**src/hdl/h2d_pkg.sv**
```systemverilog
// Shared types, constants and helpers for the 2-D histogram binner.
package h2d_pkg;

   localparam int MAX_BINS    = 4096;
   localparam int COUNT_WIDTH = 32;
   localparam int BIN_AW      = $clog2(MAX_BINS);
   localparam int QUEUE_DEPTH = 8;
   localparam int QUEUE_AW    = $clog2(QUEUE_DEPTH);

   localparam logic [COUNT_WIDTH-1:0] COUNT_MAX = {COUNT_WIDTH{1'b1}};

   // operation codes
   localparam logic [1:0] OP_ACCUM = 2'd0;
   localparam logic [1:0] OP_READ  = 2'd1;
   localparam logic [1:0] OP_CLEAR = 2'd2;

   // register indexes
   localparam logic [2:0] REG_X_ORIGIN = 3'd0;
   localparam logic [2:0] REG_Y_ORIGIN = 3'd1;
   localparam logic [2:0] REG_X_SCALE  = 3'd2;
   localparam logic [2:0] REG_Y_SCALE  = 3'd3;
   localparam logic [2:0] REG_BINS_X   = 3'd4;
   localparam logic [2:0] REG_BINS_Y   = 3'd5;

   typedef struct packed {
      logic [1:0]         operation;
      logic signed [31:0] point_x;
      logic signed [31:0] point_y;
      logic               point_defined;
      logic [11:0]        bin_select;
   } h2d_req_type;

   typedef struct packed {
      logic [11:0] bin_index;
      logic        in_range;
      logic [31:0] bin_count;
      logic [31:0] peak_count;
      logic [31:0] outside_count;
   } h2d_rsp_type;

   typedef struct packed {
      logic signed [31:0] x_origin;
      logic signed [31:0] y_origin;
      logic [31:0]        x_scale;
      logic [31:0]        y_scale;
      logic [12:0]        bins_x;
      logic [12:0]        bins_y;
   } h2d_cfg_type;

   // classified operation handed from front to back
   typedef struct packed {
      logic [1:0]  op;
      logic        hit;       // point in grid / selected bin in grid
      logic        in_store;  // index addresses a real bin
      logic [11:0] index;
   } h2d_task_type;

   // queue to back-end handshake
   typedef struct packed {
      logic         valid;
      h2d_task_type data;
   } h2d_head_type;

   function automatic logic [COUNT_WIDTH-1:0] sat_inc(input logic [COUNT_WIDTH-1:0] v);
      sat_inc = (v == COUNT_MAX) ? v : v + COUNT_WIDTH'(1);
   endfunction

endpackage

```
**src/hdl/h2d_queue.sv**
```systemverilog
// Short FIFO of classified words between front and back end.
module h2d_queue (
   input  logic                  clock,
   input  logic                  reset,
   input  logic                  push,
   input  h2d_pkg::h2d_task_type push_data,
   input  logic                  pop,
   output h2d_pkg::h2d_head_type head,
   output logic [h2d_pkg::QUEUE_AW:0] count
);
   import h2d_pkg::*;

   h2d_task_type           slot_ff [QUEUE_DEPTH];
   logic [QUEUE_AW-1:0]    wr_ptr_ff, rd_ptr_ff;
   logic [QUEUE_AW:0]      count_ff, count_in;

   always_comb begin
      count_in = count_ff + (QUEUE_AW+1)'(push) - (QUEUE_AW+1)'(pop);
      head.valid = count_ff != '0;
      head.data  = slot_ff[rd_ptr_ff];
      count      = count_ff;
   end

   always_ff @(posedge clock) begin
      if (reset) begin
         wr_ptr_ff <= '0;
         rd_ptr_ff <= '0;
         count_ff  <= '0;
      end else begin
         if (push) wr_ptr_ff <= wr_ptr_ff + QUEUE_AW'(1);
         if (pop)  rd_ptr_ff <= rd_ptr_ff + QUEUE_AW'(1);
         count_ff <= count_in;
      end
      if (push) slot_ff[wr_ptr_ff] <= push_data;
   end

endmodule

```
**config.mk**
```make
export PLATFORM = sky130hd
export DESIGN_NAME = h2d_queue
export DESIGN_NICKNAME = d
export VERILOG_FILES = /design/src/hdl/h2d_pkg.sv /design/src/hdl/h2d_queue.sv
export SDC_FILE = /design/constraint.sdc
export NUM_CORES = 1
export LEC_CHECK = 0
export BUFFER_PORTS_ARGS = -buffer_cell sky130_fd_sc_hd__buf_2
export CORE_MARGIN = 10
export CORE_UTILIZATION = 64
export DETAILED_ROUTE_END_ITERATION = 6
export PLACE_DENSITY = 0.84
export SLEW_MARGIN = 10
export SYNTH_ARGS = -nofsm -noshare
export SYNTH_HDL_FRONTEND = slang
export SYNTH_SLANG_ARGS = --single-unit
```
**constraint.sdc**
```tcl
create_clock -name clock -period 3.8 [get_ports clock]
set_input_delay 0.19 -clock clock [delete_from_list [all_inputs] [get_ports clock]]
set_output_delay 0.19 -clock clock [all_outputs]
set_load 0.05 [all_outputs]
```
==> results of run 1 <==
==> sequential cells by signal (all words and copies together), names as in the netlist, named ones only <==
name	cells
count	4
rd_ptr_ff	3
slot_ff	128
wr_ptr_ff	3
==> power by group <==
part / switching [µW] / internal [µW] / total, µW
clock: 611 / 994 / 1600
combinational: 331 / 179 / 510
sequential: 32.1 / 1750 / 1780
==> worst max-delay path by stage <==
stage               cells after the start       endpoint
floorplan                               2  slot_ff[0][0]
global placement                        4       head[14]
detailed placement                      4        head[5]
CTS                                     4       head[11]
global route                            4       head[11]
finish                                  4       head[11]
==> logic make-up after synthesis <==
family                     synth area share [%]
DFF                                       74.33
muxes                                     18.58
and+or+nand+nor                           2.289
buffers and inverters                     1.722
adders and majority gates                 1.949
xor gates and xnor gates                 0.7933
AOI/OAI and AO/OA                        0.3399
==> per-layer routing <==
| layer | vias up | part of all wire [%] | GRT usage, % |
|---|---|---|---|
| met3 | 14 | 5.7 | 5.917 |
| met1 | 1294 | 41 | 19.73 |
| met4 | 0 | 1.4 | 6.514 |
| met2 | 79 | 52 | 27.65 |
| li1 | 1195 | - | - |
| met5 | - | 0 | 0 |
==> area by class of cell <==
class	count	area, µm²
multi-input combinational	95	1345
clock buffer	17	414.1
timing repair buffer	65	430.4
tap	105	131.4
clock inverter	15	172.7
fill	404	1675
sequential	141	4104
inverter	7	26.28
==> cell usage after synthesis, drive strengths merged <==
cell and n:
a21oi 2, edfxtp 128, nand2 4, mux2i 2, dfxtp 13, xnor2 2, buf 7, nor2b 1
nand2b 4, ha 7, nor2 16, a31o 1, mux2 16, mux4 32, inv 7, clkbuf 3
fa 1, nor3 2, nand3 2, xor2 3
==> through the flow <==
stage	power (µW)	worst slack [ps]	std cells
6_report	3897	1127	445
5_1_grt	4036	1021	445
4_1_cts	3934	1072	445
3_5_place_dp	2314	1685	396
3_3_place_gp	2298	1724	396
2_1_floorplan	2189	1762	253
==> tightest hold or removal path: stages <==
cell	delay, ps
buf_2	140
xnor2_1	100
nor2_1	80
==> what timing repair did <==
item / 4_1_cts / 5_1_grt
endpoints found under the hold margin: 137 / 0
hold buffers: 17 / 0
gates resized for setup: 0 / 0
==> flow_metrics.tcl, run 1 <==
set metrics [dict create \
    min_period_over_period_pct 70.35 \
    drive_gt1_share_pct 29.71 \
    crit_buf_inv 2 \
    r2r_end "slot_ff[0][14]" \
    grt_pass1_wl_mm 15.77 \
    drc 0 \
    cts_tree "built" \
    numCtsBuffers 17 \
    cts.path.max_buffers 2 \
    io_pins 41 \
    synth_warnings 0 \
    cp-end-kind "output pin" \
    tightest_slew_ps 968.8 \
    initial_core_util_pct 66.53 \
    period_minus_slack_ps 2673 \
    clk_pin_slew_ps 60 \
    p_leak_uw 0.002290 \
    cts_post_setup_buffers_inserted 0 \
    mostFrequentLayoutCells "128 x edfxtp_1, 40 x buf_2, 28 x mux4_1, 17 x dlygate4sd3_1" \
    vias 2582 \
    wl_mm 10.06 \
    layout_commonest_cell "edfxtp_1" \
    syn_nets 281 \
    max_freq_ghz 0.3741 \
    syn_area_per_cell_um2 21.82 \
    antenna_left 0 \
    finalSetupViolCount 0 \
    htreeDepth 4 \
    die_area_um2 12740 \
    synth_cell_type_count 23 \
    nets 355 \
    grt_max_degree 33 \
    clkLatencyLatePin_ps 520 \
    die_height_um 112.9 \
    maxSlewHeadroom_pct 35.21 \
    crit_fanout 32 \
    fin_area_um2 6624 \
    cp_top_family "multiplexers" \
    holdPathStages 3 \
    irDropWorstVdd_mv 0.5570 \
    postSynthCellCount 253 \
    path_cells "buf_4 > mux4_1 > mux2_2 > buf_2" \
    dpl-instance-area_um2 5867 \
    hold_slack_ps 24.36 \
    synthTopCellsByArea "edfxtp_1 70%, mux4_1 13%, dfxtp_1 4.7%" \
    portBuffers 40 \
    yosysTopAreaCell "edfxtp_1" \
    rr_startpoint "wr_ptr_ff[2]" \
    cts-root-buf "clkbuf_8" \
    dieWidth_um 112.9 \
    coreArea_um2 8299 \
    globalplace.congestion 0.7397 \
    antenna_found_initial 0 \
    status "finished, final reports clean" \
    worst_ep_arrival_time_ps 2480 \
    p_per_area_nw_per_um2 588.3 \
    ys_ff_latch 141 \
    first_iter_violations 178 \
    netlist.area_leader.share_pct 69.61 \
    rows 33 \
    seq_area_frac_synth_pct 74.33 \
    worstRegToRegCells 2 \
    antenna_cells 0 \
    hpwl_mm 5.501 \
    final_core_util_pct 79.81 \
    hp-class "input pin to flop" \
    clock_skew_ps 7.158 \
    max-cap-violations 0 \
    min-delay-start "pop" \
    crit_required_ps 3610 \
    max_stage_delay_ps 670 \
    finalMaxSlewViolations 0 \
    min_to "rd_ptr_ff[0]" \
    grt_setup_unrepaired "no" \
    syn_area_um2 5522 \
    start_kind "flop" \
    grt_pass1_vias 2853 \
    first_pass_iters 4 \
    worst-r2r-setup-slack_ps 2120 \
    crit_path_top_delay_cell "mux4_1" \
    area_growth_pct 19.96 \
    finalHoldViolations 0 \
    cts_sinks 141 \
    viasPerCell 5.802 \
    grt_usage_pct 16.75 \
    worst-setup-path-type "flop to output pin" \
    wl_per_cell_um 22.61 \
    tns_ps 0 \
    overflow 0 \
]
No activity file was read; power rests on OpenSTA's default activity.
==> run 2: changes to the inputs <==
CORE_UTILIZATION = 53   (was 64)
PLACE_DENSITY = 0.74   (was 0.84)
clock period = 2.3 ns   (was 3.8 ns; I/O delays follow)
==> flow_metrics.tcl, run 2 (synthesis gave the netlist of run 1 again) <==
set metrics [dict create \
    mostFrequentLayoutCells "128 x edfxtp_1, 34 x buf_2, 26 x mux4_1, 23 x buf_4, 19 x dlygate4sd3_1" \
    clkLatencyLatePin_ps 500 \
    worst_ep_arrival_time_ps 2130 \
    die_height_um 122.1 \
    viasPerCell 5.505 \
    die_area_um2 14900 \
    cts_sinks 141 \
    p_leak_uw 0.002413 \
    finalNonFillerCells 489 \
    grt_max_degree 33 \
    worstRegToRegCells 8 \
    globalplace.congestion 0.7518 \
    first_iter_violations 169 \
    holdPathStages 2 \
    total_power_uw 6573 \
    top_register "slot_ff" \
    clock_skew_ps 3.678 \
    irDropWorstVdd_mv 0.7082 \
    antenna_found_initial 1 \
    start_kind "flop" \
    crit_fanout 9 \
    largest_reg_flops 128 \
    first_pass_iters 4 \
    status "finished, final reports clean" \
    r2r_end "count[2]" \
    grt_setup_unrepaired "no" \
    max_freq_ghz 0.4453 \
    maxSlewHeadroom_pct 59.30 \
    worst-setup-path-type "flop to output pin" \
    drive_gt1_share_pct 31.82 \
    cts_tree "built" \
    initial_core_util_pct 53.97 \
    min_to "slot_ff[1][1]" \
    final_core_util_pct 66.81 \
    drc 0 \
    p_per_area_nw_per_um2 961.7 \
    dieWidth_um 122.1 \
    finalHoldViolations 0 \
    htreeDepth 4 \
    hp-class "input pin to flop" \
    finalMaxSlewViolations 0 \
    tns_ps 0 \
    cts.path.max_buffers 2 \
    wl_per_cell_um 20.39 \
    nets 370 \
    vias 2692 \
    cp-end-kind "output pin" \
    coreArea_um2 10230 \
    io_pins 41 \
    grt_pass1_vias 2826 \
    period_minus_slack_ps 2246 \
    worst-r2r-setup-slack_ps 670 \
    tightest_slew_ps 607.2 \
    numCtsBuffers 17 \
    multi_input_area_um2 1325 \
    max-cap-violations 0 \
    area_growth_pct 23.79 \
    cts-root-buf "clkbuf_8" \
    grt_usage_pct 14.07 \
    crit_required_ps 2180 \
    wl_mm 9.972 \
    clk_pin_slew_ps 60 \
    rows 37 \
    rr_startpoint "count[0]" \
    portBuffers 40 \
    antenna_left 0 \
    min-delay-start "push_data[1]" \
    grt_pass1_wl_mm 15.50 \
    dpl-instance-area_um2 5984 \
    seq_area_um2 4108 \
    min_period_over_period_pct 97.63 \
    num-fill-cells 671 \
    layout_commonest_cell "edfxtp_1" \
    place_inst 439 \
    hpwl_mm 5.955 \
    overflow 0 \
    finalSetupViolCount 0 \
    fin_area_um2 6835 \
]
run 2: stage by stage:
stage	hold slack (ps)	worst slack, ps
CTS	392.0	-11.09
finish	414.2	54.41
global placement	377.8	489.4
global route	422.6	0.9959
detailed placement	388.5	466.9
floorplan	213.9	262.4
run 2: critical path, stage by stage, from the launching register on:
cell and delay [ps]:
dfxtp_4 390, clkbuf_16 180, mux4_1 550, mux2_2 290
buf_2 210
run 2: what timing repair did:
action	4_1_cts	5_1_grt
hold buffers	19	0
buffers inserted	0	0
hold endpoints to repair	140	0
cloned	0	1
setup endpoints to repair	15	16
resized for setup	3	19
run 2: power by group:
group / total (µW) / leakage (µW) / switching, µW / internal, µW
Sequential: 2930 / 0.00127 / 40.2 / 2890
Clock: 2740 / 0.000292 / 905 / 1840
Combinational: 902 / 0.000850 / 566 / 336
run 2: worst max-delay path by stage:
| stage | end | startpoint | cells past startpoint | slack, ps |
|---|---|---|---|---|
| 6_report | head[2] | flop | 4 | 50 |
| 5_1_grt | head[14] | flop | 4 | 1 |
| 4_1_cts | head[2] | flop | 4 | -10 |
| 3_5_place_dp | head[3] | flop | 4 | 470 |
| 3_3_place_gp | head[3] | flop | 4 | 490 |
| 2_1_floorplan | slot_ff[0][0] | wr_ptr_ff[2] | 2 | 260 |
run 2: area by class of cell:
type                       count  area share, %
clock inverter                10          2.526
clock buffer                  19          6.169
timing repair buffer          80          8.915
antenna                        1        0.03661
tap                          136          2.489
multi-input combinational     95          19.38
inverter                       7         0.3844
sequential                   141          60.10
run 2: metal layers:
layer | part of all wire, % | vias up | track usage [%]
li1 | - | 1222 | -
met1 | 44 | 1409 | 17.20
met2 | 51 | 54 | 22.81
met3 | 4.6 | 7 | 5.180
met4 | 0.77 | 0 | 4.639
met5 | 0 | - | 0
